### config.mk
export PLATFORM = sky130hd
export DESIGN_NAME = indexed_list_store
export DESIGN_NICKNAME = d
export VERILOG_FILES = /design/src/sv/ils_pkg.sv /design/src/sv/ils_mem.sv /design/src/sv/ils_ctrl.sv /design/src/sv/indexed_list_store.sv
export SDC_FILE = /design/constraint.sdc
export NUM_CORES = 1
export LEC_CHECK = 0
export ABC_CLOCK_PERIOD_IN_PS = 5300
export BUFFER_PORTS_ARGS = -buffer_cell sky130_fd_sc_hd__buf_4
export CAP_MARGIN = 10
export CORE_ASPECT_RATIO = 0.8
export CORE_MARGIN = 1
export CORE_UTILIZATION = 35
export CTS_BUF_LIST = sky130_fd_sc_hd__clkbuf_4
export CTS_CLUSTER_SIZE = 16
export DETAILED_ROUTE_END_ITERATION = 8
export HOLD_SLACK_MARGIN = 0.03
export PLACE_DENSITY_LB_ADDON = 0.08
export SYNTH_ARGS = -nofsm -noshare
export SYNTH_HDL_FRONTEND = slang
export SYNTH_SLANG_ARGS = --single-unit
### constraint.sdc
create_clock -name clock -period 5.3 [get_ports clock]
set_input_delay 0.795 -clock clock [delete_from_list [all_inputs] [get_ports clock]]
set_output_delay 0.795 -clock clock [all_outputs]
set_load 0.03 [all_outputs]
### src/sv/ils_pkg.sv
`timescale 1ns / 1ps

package ils_pkg;

   localparam int DEPTH       = 16;
   localparam int AW          = $clog2(DEPTH);
   localparam int CNT_W       = $clog2(DEPTH + 1);
   localparam int POS_W       = 16;
   localparam int HANDLE_W    = 32;
   localparam int FOUND_W     = 5;
   localparam int COUNT_OUT_W = 5;
   localparam int OP_W        = 2;
   localparam int STATUS_W    = 2;

   typedef enum logic [OP_W-1:0] {
      OP_INSERT = 2'd0,
      OP_REMOVE = 2'd1,
      OP_READ   = 2'd2,
      OP_FIND   = 2'd3
   } ils_op_type;

   typedef enum logic [STATUS_W-1:0] {
      ST_OK    = 2'd0,
      ST_FULL  = 2'd1,
      ST_EMPTY = 2'd2
   } ils_status_type;

   typedef enum logic [3:0] {
      S_IDLE,
      S_SHIFT_RD,
      S_SHIFT_WR,
      S_INS_WR,
      S_READ_RD,
      S_READ_WAIT,
      S_SCAN_RD,
      S_SCAN_CMP,
      S_DONE
   } ils_state_type;

   typedef struct packed {
      ils_op_type                op;
      logic signed [POS_W-1:0]   position;
      logic [HANDLE_W-1:0]       handle;
   } ils_item_type;

   typedef struct packed {
      logic [HANDLE_W-1:0]       read_value;
      logic [FOUND_W-1:0]        found_position;
      logic                      hit;
      logic [COUNT_OUT_W-1:0]    entry_count;
      ils_status_type            status;
   } ils_rsp_type;

   typedef struct packed {
      logic                      we;
      logic [AW-1:0]             waddr;
      logic [HANDLE_W-1:0]       wdata;
      logic                      re;
      logic [AW-1:0]             raddr;
   } ils_mem_req_type;

endpackage

### src/sv/ils_mem.sv
`timescale 1ns / 1ps

module ils_mem
   import ils_pkg::*;
(
   input  logic                clock,
   input  ils_mem_req_type     mem_req,
   output logic [HANDLE_W-1:0] rdata
);

   logic [HANDLE_W-1:0] mem_ff [DEPTH];
   logic [HANDLE_W-1:0] rdata_ff;

   always_ff @(posedge clock) begin
      if (mem_req.we) begin
         mem_ff[mem_req.waddr] <= mem_req.wdata;
      end
      if (mem_req.re) begin
         rdata_ff <= mem_ff[mem_req.raddr];
      end
   end

   assign rdata = rdata_ff;

endmodule

### src/sv/ils_ctrl.sv
`timescale 1ns / 1ps

module ils_ctrl
   import ils_pkg::*;
(
   input  logic                clock,
   input  logic                reset,
   input  logic                req_tvalid,
   output logic                req_tready,
   input  ils_item_type        item,
   input  logic                out_free,
   output logic                done,
   output ils_rsp_type         result,
   output ils_mem_req_type     mem_req,
   input  logic [HANDLE_W-1:0] rdata
);

   ils_state_type       state_ff, state_in;
   ils_op_type          op_ff;
   logic [AW-1:0]       idx_ff;
   logic [AW-1:0]       at_ff;
   logic [HANDLE_W-1:0] handle_ff;
   logic [CNT_W-1:0]    count_ff;
   logic [HANDLE_W-1:0] rval_ff;
   logic [FOUND_W-1:0]  found_ff;
   logic                hit_ff;
   ils_status_type      status_ff;

   logic                accept;
   logic                empty;
   logic                full;
   logic                pos_le0;
   logic                pos_ge;
   logic                pos_ge_last;
   logic [AW-1:0]       ins_at;
   logic [AW-1:0]       ex_at;
   logic [AW-1:0]       idx_dec;
   logic [AW-1:0]       idx_inc;
   logic [CNT_W-1:0]    idx_next_cnt;
   logic                match;

   assign accept  = req_tvalid && req_tready;
   assign empty   = (count_ff == '0);
   assign full    = (count_ff >= CNT_W'(DEPTH));
   assign pos_le0 = (item.position <= 0);
   assign pos_ge  = ($unsigned(item.position) >= POS_W'(count_ff));
   // position at or past the last existing entry
   assign pos_ge_last = ($unsigned(item.position) >= POS_W'(count_ff - 1'b1));

   assign ins_at = pos_le0 ? '0 : (pos_ge ? AW'(count_ff) : AW'(item.position));
   assign ex_at  = pos_le0 ? '0 :
                   (pos_ge_last ? AW'(count_ff - 1'b1) : AW'(item.position));

   // shared index unit: step and compare against the count
   assign idx_dec      = idx_ff - 1'b1;
   assign idx_inc      = idx_ff + 1'b1;
   assign idx_next_cnt = CNT_W'(idx_ff) + 1'b1;
   assign match        = (rdata == handle_ff);

   always_comb begin
      state_in = state_ff;
      case (state_ff)
         S_IDLE: begin
            if (accept) begin
               case (item.op)
                  OP_INSERT: begin
                     if (full) begin
                        state_in = S_DONE;
                     end else if (count_ff > CNT_W'(ins_at)) begin
                        state_in = S_SHIFT_RD;
                     end else begin
                        state_in = S_INS_WR;
                     end
                  end
                  OP_REMOVE: begin
                     if (empty) begin
                        state_in = S_DONE;
                     end else if (CNT_W'(ex_at) + 1'b1 < count_ff) begin
                        state_in = S_SHIFT_RD;
                     end else begin
                        state_in = S_DONE;
                     end
                  end
                  OP_READ:  state_in = empty ? S_DONE : S_READ_RD;
                  OP_FIND:  state_in = empty ? S_DONE : S_SCAN_RD;
                  default:  state_in = S_DONE;
               endcase
            end
         end
         S_SHIFT_RD: state_in = S_SHIFT_WR;
         S_SHIFT_WR: begin
            if (op_ff == OP_INSERT) begin
               state_in = (idx_dec == at_ff) ? S_INS_WR : S_SHIFT_RD;
            end else begin
               // count already holds the reduced value here
               state_in = (idx_next_cnt == count_ff) ? S_DONE : S_SHIFT_RD;
            end
         end
         S_INS_WR:    state_in = S_DONE;
         S_READ_RD:   state_in = S_READ_WAIT;
         S_READ_WAIT: state_in = S_DONE;
         S_SCAN_RD:   state_in = S_SCAN_CMP;
         S_SCAN_CMP: begin
            if (match || idx_next_cnt == count_ff) begin
               state_in = S_DONE;
            end else begin
               state_in = S_SCAN_RD;
            end
         end
         S_DONE: begin
            if (out_free) begin
               state_in = S_IDLE;
            end
         end
         default: state_in = S_IDLE;
      endcase
   end

   always_comb begin
      req_tready    = 1'b0;
      done          = 1'b0;
      mem_req.we    = 1'b0;
      mem_req.waddr = idx_ff;
      mem_req.wdata = rdata;
      mem_req.re    = 1'b0;
      mem_req.raddr = idx_ff;
      case (state_ff)
         S_IDLE: req_tready = 1'b1;
         S_SHIFT_RD: begin
            mem_req.re    = 1'b1;
            mem_req.raddr = (op_ff == OP_INSERT) ? idx_dec : idx_inc;
         end
         S_SHIFT_WR: mem_req.we = 1'b1;
         S_INS_WR: begin
            mem_req.we    = 1'b1;
            mem_req.waddr = at_ff;
            mem_req.wdata = handle_ff;
         end
         S_READ_RD: mem_req.re = 1'b1;
         S_SCAN_RD: mem_req.re = 1'b1;
         S_DONE:    done = out_free;
         default: begin
         end
      endcase
   end

   always_ff @(posedge clock) begin
      if (reset) begin
         state_ff <= S_IDLE;
         count_ff <= '0;
      end else begin
         state_ff <= state_in;
         if (accept && item.op == OP_REMOVE && !empty) begin
            count_ff <= count_ff - 1'b1;
         end else if (state_ff == S_INS_WR) begin
            count_ff <= count_ff + 1'b1;
         end
      end
   end

   always_ff @(posedge clock) begin
      case (state_ff)
         S_IDLE: begin
            if (accept) begin
               op_ff     <= item.op;
               handle_ff <= item.handle;
               at_ff     <= ins_at;
               rval_ff   <= '0;
               hit_ff    <= 1'b0;
               found_ff  <= '0;
               status_ff <= ST_OK;
               case (item.op)
                  OP_INSERT: begin
                     idx_ff <= AW'(count_ff);
                     if (full) begin
                        status_ff <= ST_FULL;
                     end
                  end
                  OP_FIND: begin
                     idx_ff   <= '0;
                     found_ff <= '1;
                     if (empty) begin
                        status_ff <= ST_EMPTY;
                     end
                  end
                  default: begin
                     idx_ff <= ex_at;
                     if (empty) begin
                        status_ff <= ST_EMPTY;
                     end
                  end
               endcase
            end
         end
         S_SHIFT_WR: idx_ff <= (op_ff == OP_INSERT) ? idx_dec : idx_inc;
         S_READ_WAIT: begin
            rval_ff <= rdata;
            hit_ff  <= 1'b1;
         end
         S_SCAN_CMP: begin
            if (match) begin
               hit_ff   <= 1'b1;
               found_ff <= FOUND_W'(idx_ff);
            end else begin
               idx_ff <= idx_inc;
            end
         end
         default: begin
         end
      endcase
   end

   assign result.read_value     = rval_ff;
   assign result.found_position = found_ff;
   assign result.hit            = hit_ff;
   assign result.entry_count    = COUNT_OUT_W'(count_ff);
   assign result.status         = status_ff;

`ifndef ASSERT_OFF
   a_count_bound: assert property (@(posedge clock) disable iff (reset)
      count_ff <= CNT_W'(DEPTH))
      else $error("entry count above depth");

   a_read_valid: assert property (@(posedge clock) disable iff (reset)
      mem_req.re |-> CNT_W'(mem_req.raddr) <= count_ff)
      else $error("read beyond the stored entries");

   a_count_step: assert property (@(posedge clock) disable iff (reset)
      !reset |=> (count_ff == $past(count_ff)) || (count_ff == $past(count_ff) + 1'b1)
                 || (count_ff == $past(count_ff) - 1'b1))
      else $error("count moved by more than one");

   a_busy_after_accept: assert property (@(posedge clock) disable iff (reset)
      accept |=> state_ff != S_IDLE)
      else $error("sequencer idle right after a beat");
`endif

endmodule

### src/sv/indexed_list_store.sv
`timescale 1ns / 1ps

// Ordered list of up to DEPTH 32-bit handles held in a simple dual-port RAM
// (one write and one registered read per cycle) and worked by one sequencer
// with a shared index/compare unit. One beat is handled at a time: req_tready
// is high only while the sequencer is idle. Insert and remove move one entry
// at a time, reading it and then writing it one place over; find reads and
// compares one entry at a time and stops at the first match; read reads the
// entry and then waits on the registered RAM output; refused or empty-list
// operations go straight to the result. The result sits in an output
// register, so the next beat is taken while it waits on rsp_tready.

module indexed_list_store
   import ils_pkg::*;
(
   input  logic        clock,
   input  logic        reset,
   input  logic        req_tvalid,
   output logic        req_tready,
   input  logic [47:0] req_tdata,   // position[15:0], handle[47:16]
   input  logic [1:0]  req_tuser,   // op[1:0]
   output logic        rsp_tvalid,
   input  logic        rsp_tready,
   // read_value[31:0], found_position[36:32], hit[37], entry_count[42:38],
   // status[44:43], zero[47:45]
   output logic [47:0] rsp_tdata
);

   ils_item_type        item;
   ils_rsp_type         result;
   ils_mem_req_type     mem_req;
   logic [HANDLE_W-1:0] rdata;
   logic                done;
   logic                out_free;
   logic                rsp_valid_ff;
   ils_rsp_type         rsp_data_ff;

   assign item.op       = ils_op_type'(req_tuser);
   assign item.position = $signed(req_tdata[POS_W-1:0]);
   assign item.handle   = req_tdata[POS_W +: HANDLE_W];

   assign out_free = !rsp_valid_ff || rsp_tready;

   ils_ctrl u_ctrl (
      .clock      (clock),
      .reset      (reset),
      .req_tvalid (req_tvalid),
      .req_tready (req_tready),
      .item       (item),
      .out_free   (out_free),
      .done       (done),
      .result     (result),
      .mem_req    (mem_req),
      .rdata      (rdata)
   );

   ils_mem u_mem (
      .clock   (clock),
      .mem_req (mem_req),
      .rdata   (rdata)
   );

   always_ff @(posedge clock) begin
      if (reset) begin
         rsp_valid_ff <= 1'b0;
      end else if (done) begin
         rsp_valid_ff <= 1'b1;
      end else if (rsp_tready) begin
         rsp_valid_ff <= 1'b0;
      end
   end

   always_ff @(posedge clock) begin
      if (done) begin
         rsp_data_ff <= result;
      end
   end

   assign rsp_tvalid = rsp_valid_ff;
   assign rsp_tdata  = {3'b000,
                        rsp_data_ff.status,
                        rsp_data_ff.entry_count,
                        rsp_data_ff.hit,
                        rsp_data_ff.found_position,
                        rsp_data_ff.read_value};

endmodule

* Yosys cells after proc, flatten, opt, wreduce, memory -nomap -nowiden
Memories as Yosys holds them, arrays and structs flattened. A register that Yosys moved wholly into a read port is not among the register bits.
Cells that the tools add are included.
** Storage, ports and cells
- Register bits :: 137
- Input port bits :: 54
- Memories kept :: 1
- Logic and storage cells :: 121
- Memory bits (writable) :: 512
** Cells by class
- $add $sub $neg :: 7
- Reductions and logical operators :: 26
- Magnitude comparators :: 6
- Mux-type cells :: 47
- Eq/ne operators :: 18
** Memories
- u_mem.mem_ff :: words 16, bits a word 32, read ports 1, clocked after memory_dff 1, write ports 1, RTL line ils_mem.sv:11 : logic [HANDLE_W-1:0] mem_ff [DEPTH];
** Operators with widths (count)
- 4-bit two-way mux :: 18
- 32-bit one-hot mux with 2 select lines :: 1
- 36-bit two-way mux :: 1
- 32-bit == test :: 1
- 32-bit two-way mux :: 1
- 4-bit one-hot mux with 8 select lines :: 1
- 5-bit two-way mux :: 5
- 4-bit by 3-bit == test with 1-bit output, second input constant :: 4
- 16-bit >= comparator :: 1
- 16-bit by 5-bit >= comparator with 1-bit output :: 1
- 16-bit by 1-bit less-or-equal comparator with 1-bit output, second input constant :: 1
- 4-bit one-hot mux with 4 select lines :: 1
- 4-bit one-hot mux with 3 select lines :: 1
- 1-bit two-way mux :: 11
- 4-bit by 1-bit adder with 5-bit output, second input constant :: 2
- 5-bit one-hot mux with 2 select lines :: 1
- 3-bit AND reduction :: 3
- 4-bit by 2-bit == test with 1-bit output, second input constant :: 2
- 2-bit two-way mux :: 4
- 4-bit one-hot mux with 2 select lines :: 1
- 2-bit nonzero test :: 4
- 2-bit by 1-bit != test with 1-bit output, second input constant :: 3
- 2-bit AND reduction :: 3
- 3-bit nonzero test :: 2
- other kinds (24) :: 31

* Longest topological paths before layout
- Depth after elaboration :: 11
- Depth in mapped cells :: 19
- Depth with buffers taken out :: 17

* Cells and area by module
A second synthesis with hierarchy kept.
** Second synthesis, totals
- Cell total of the unflattened synthesis :: 1426
- Area total of the unflattened synthesis :: 27365.0 um^2
** By module, submodules not included
- ils_mem :: area each 20155.6 um^2, seq. area each 16335.7 um^2, cells each 838, instances 1
- ils_ctrl :: area each 5785.5 um^2, seq. area each 2642.5 um^2, cells each 535, instances 1
- indexed_list_store :: area each 1423.9 um^2, seq. area each 1371.3 um^2, cells each 53, instances 1

* Worst setup path before layout
OpenSTA, ideal clock, no wires.
- Kind :: reg2reg
- Start point :: reg u_ctrl.count_ff[0]
- End point :: reg u_ctrl.state_ff[3]
- Data required time :: 5.173 ns
- Slack :: 1.510 ns
- Clock period less this slack :: 3.790 ns
- Data arrival time :: 3.663 ns
- Stages on the path, launching flop included :: 19
- Path through :: dfxtp_1 > clkbuf_1 > inv_1 > ha_1 > xnor2_1 > ha_1 > nand2_1 > o211ai_1 > a41oi_1 > a311oi_2 > buf_2 > nand4_1 > o31ai_1 > ha_1 > a21oi_1 > o21ai_0 > a21o_1 > a211oi_1 > a31oi_1
** Between the ends
- Cells in the longest elaborated chain, start to end :: 11
- Elaborated cells between the ends (all ways) :: 22
** RTL lines
- from (decl) :: RTL line ils_ctrl.sv:23 : logic [CNT_W-1:0] count_ff;
- from (signal assigned) :: RTL line ils_ctrl.sv:154 : count_ff <= count_ff - 1'b1;
- from (signal assigned) :: RTL line ils_ctrl.sv:156 : count_ff <= count_ff + 1'b1;
- 5-bit by 1-bit subtractor with 6-bit output :: RTL line ils_ctrl.sv:48 : assign pos_ge_last = ($unsigned(item.position) >= POS_W'(count_ff - 1'b1));
- 16-bit >= comparator :: RTL line ils_ctrl.sv:48
- 4-bit two-way mux :: RTL line ils_ctrl.sv:52 : (pos_ge_last ? AW'(count_ff - 1'b1) : AW'(item.position));
- 4-bit two-way mux :: RTL line ils_ctrl.sv:51 : assign ex_at = pos_le0 ? '0 :
- 4-bit by 1-bit adder with 5-bit output :: RTL line ils_ctrl.sv:78 : end else if (CNT_W'(ex_at) + 1'b1 < count_ff) begin
- 5-bit < comparator :: RTL line ils_ctrl.sv:78
- 4-bit two-way mux :: RTL line ils_ctrl.sv:78
- 4-bit two-way mux :: RTL line ils_ctrl.sv:76 : if (empty) begin
- 4-bit one-hot mux with 4 select lines :: RTL line ils_ctrl.sv:65 : case (item.op)
- 4-bit two-way mux :: RTL line ils_ctrl.sv:64 : if (accept) begin
- 4-bit one-hot mux with 8 select lines * :: RTL line ils_ctrl.sv:62 : case (state_ff)
- to (signal assigned) :: RTL line ils_ctrl.sv:152 : state_ff <= state_in;
- to (decl) :: RTL line ils_ctrl.sv:18 : ils_state_type state_ff, state_in;
Mark *: on every way between the ends. The rest lies on a longest branch, timed or not. The select of a mux whose other input is x is not followed.
A chain may end at the register's enable or synchronous reset.

* Worst setup path in the final report
Ends and elaborated chain as after synthesis.

==> summary.md <==
• 0 — postcts setup bufs
• 100 — count of buffers inserted at the top-level ports
• edfxtp_1 — Main synth FF type
• 0.93 ns — setup slack of the most critical reg-to-reg path
• register — sort of element at the end of the critical path
• 175 — TritonCTS buffer count
• 0.07 ns — clock input transition at the sequential cells of the worst setup and hold paths
• in -> reg — HP Class
• 41.9 mm — placed wire-length estimate
• 18.5 um^2 — average cell area after synthesis
• 14 — crit path max fanout
• 0 — number of hold violations in the final report
• 5.14 — via density per instance
• 0 — Max Cap Violations
• 35.7% — initial core utilization
• clkbuf_4 — clock root buffer
• 27700 um^2 — netlist area before placement
• 0.954 ns — dpl ws
• 0 — Overflow after GRT
• 20300 um^2 — FF/Latch Area
• 0.767 — final weighted congestion in routability-driven placement
• 4.37 ns — clock period minus worst slack
• 0 — count of final max-slew check failures
• 1500 — cells after synthesis
• u_ctrl.count_ff[0] — worst flop-to-flop path startpoint
• 5 — antenna violations before repair
• 15300 — number of global-route vias before repair
• 104 — count of boundary I/O pins
• 316 um — width of the die
• 1.01 ns — actual transition at the worst max-transition pin
• edfxtp_1, nand2_1, mux4_2 — most instantiated cells after synthesis
• 35 — count of hold-fix buffers inserted at cts
• 32.6% — tightest slew margin relative to the limit
• 3 — number of buffers between clock root and the deepest sink
• edfxtp_1 — library cell with the largest summed area after synthesis
• 5.21 ns — arrival time of the worst setup path
• 2 — buffering stage count on the worst path with inverters included
• 1.00 ns — clock insertion delay at the later pin of the skew report
• ha_1 — Crit path top cell by count
• reg -> reg — classification of the worst setup path
• 0% — share of flip-flops with an asynchronous set or reset after synthesis
• 1884 — net count of the finished layout
• u_ctrl.state_ff[3] — critical path endpoint
• 18.7% — overall global routing resource usage
• u_ctrl.state_ff[3] — endpoint of the lowest-slack register-to-register path
• 37 — maximum number of pins on one net before global-route repair
• 91 — floorplan row count
• 72.8% — Synth top area share
• 370 nW/um^2 — Pwr per Cell Area
• 16 — worst-case reg-to-reg path depth
• false — RSZ-0062 raised after global routing
• edfxtp_1 — most used standard cell by instance count after synthesis
• 0.0600 ns — Clock Skews
• 0.229 GHz — maximum clock frequency
• 73.5% — part of the Yosys area used for sequential elements
• 6.14 ns — Data required, critical path
• 671 — number of enable-type register cells in the synthesized netlist
• u_ctrl.count_ff[0] — crit path from
• built — TritonCTS clock tree
• 77700 um^2 — core box area
• 15100 — vias after detailed routing
• 30.2% — share of final-layout standard cells stronger than drive strength 1
• edfxtp_1, mux4_2, nand2_1 — leading post-synthesis cells by cell area
• inv_1 > ha_1 > xnor2_1 > ha_1 > a21oi_1 > o211ai_1 > a41oi_1 > a311oi_2 > buf_4 > o31ai_1 > ha_1 > a21oi_1 > o21ai_0 > a21o_1 > a211oi_1 > a31oi_1 — cells traversed along the worst timing path
• 17.1% — Synth-to-Final Area Change
• 0 — number of setup violations in the final report
• 4 — H-tree Lvls
• 73.4 mm — Detailed Route WL
• finished, final reports clean — result of the run
• 11.1 nW — Leak
• 0 — post-route antenna net violation count
• 7037 — final-layout fill cell count
• 0 — Gates resized, CTS repair
• 0 — Remaining DRCs
• register — type of element launching the critical path
• 67 — Unique masters post-synth
• 6920 um^2 — combined area of the multi-input logic cells
• 0.69 ns — largest stage delay on the critical path
• dfxtp_1 — slowest CP cell
• 254 um — die height
• 0 — Ys Warns
• 0 ns — Total Neg Setup Slack
• 681 — synthesized flop and latch total
• 16 — cell count along the critical path
• 2603 — DP Cell Count
• compound AO/OA/AOI/OAI gates — cell family contributing the most delay on the critical path
• 82.5% — portion of the clock cycle consumed by the worst path in the final layout
• 681 — clk sinks
• 0.929 ns — minimum setup slack in the final design
• 0.189 mV — peak supply drop
• 41.8% — final standard cell utilization of the core
• 80300 um^2 — die area
• 25.0 um — WL per Instance
• 2934 — fin cells
• 105 mm — global-route wire length before repair
• 5 — number of detailed-routing iterations run before antenna repair
• 1019 — 1st-iter DRT viols
-- where the power goes --
| group | total (mW) | switching [mW] | internal [mW] |
|---|---|---|---|
| Combinational | 1.51 | 0.875 | 0.630 |
| Sequential | 6.18 | 0.0810 | 6.10 |
| Clock | 4.31 | 2.08 | 2.23 |
-- state kept, by name (all words and copies together), names as in the netlist, 5 cells and up --
register          flops
u_mem.mem_ff        512
rsp_tdata            45
u_ctrl.handle_ff     32
u_ctrl.rval_ff       32
u_mem.rdata          32
u_ctrl.count_ff       5
u_ctrl.found_ff       5
-- tightest hold or removal path, delay by kind of cell --
| kind | cells | cell delay, ns |
|---|---|---|
| AND/OR/NAND/NOR | 2 | 0.14 |
| AO/OA/AOI/OAI | 1 | 0.13 |
| buffers and inverters | 1 | 0.07 |
-- layer usage --
metal	up-vias	track usage, %	wire (um)
met3	100	4.75	4280
met1	7835	27.0	34800
met5	-	0	11
met4	2	5.85	1200
li1	6691	-	-
met2	441	27.5	33200
-- cells in the final DEF, fill, tap and decap left out, types with 26 or more instances in the layout --
cell             n
a22oi_1         67
and2_1          35
buf_4          135
clkbuf_4       248
clkinv_1        29
dlygate4sd3_1   35
edfxtp_1       671
ha_1            38
mux4_2         120
nand2_1        168
o21ai_0         26
xor2_1          42
-- stage by stage --
step / area, um^2 / power [mW] / hold slack (ns)
6_report: 32400 / 12.0 / 0.198
5_1_grt: 32400 / 12.6 / 0.112
4_1_cts: 32400 / 12.2 / 0.0762
3_5_place_dp: 30000 / 7.81 / 0.405
3_3_place_gp: 30000 / 7.81 / 0.404
2_1_floorplan: 27700 / 7.31 / 0.400
-- kinds of logic after synthesis --
group           after synthesis  synth area share, %
xor+xnor                     59                 1.98
simple gates                326                 5.55
mux                         142                 11.0
buf+inv                      97                 2.25
flops                       681                 73.5
other cells                   1               0.0135
compound gates              156                 3.97
fa+ha+maj                    38                 1.72
-- worst min-delay path by stage --
stage,slack [ns],end,depth (start not counted),from
after floorplan,0.40,rsp_tdata[0],0,u_ctrl.rval_ff[0]
after global placement,0.40,rsp_tdata[1],0,u_ctrl.rval_ff[1]
after detailed placement,0.40,rsp_tdata[21],0,u_ctrl.rval_ff[21]
after CTS,0.08,rsp_tvalid,4,rsp_tready
after global routing,0.11,rsp_tvalid,4,rsp_tready
final,0.20,rsp_tvalid,4,rsp_tready
-- area by class of cell --
| type | count | area share (%) |
|---|---|---|
| sequential | 681 | 62.7 |
| multi-input combinational | 724 | 21.3 |
| clock buffer | 248 | 5.74 |
| timing repair buffer | 187 | 5.21 |
| tap | 1023 | 3.95 |
| clock inverter | 44 | 0.737 |
| inverter | 23 | 0.266 |
| antenna | 4 | 0.0309 |
Power figures use the tool's default switching activity.
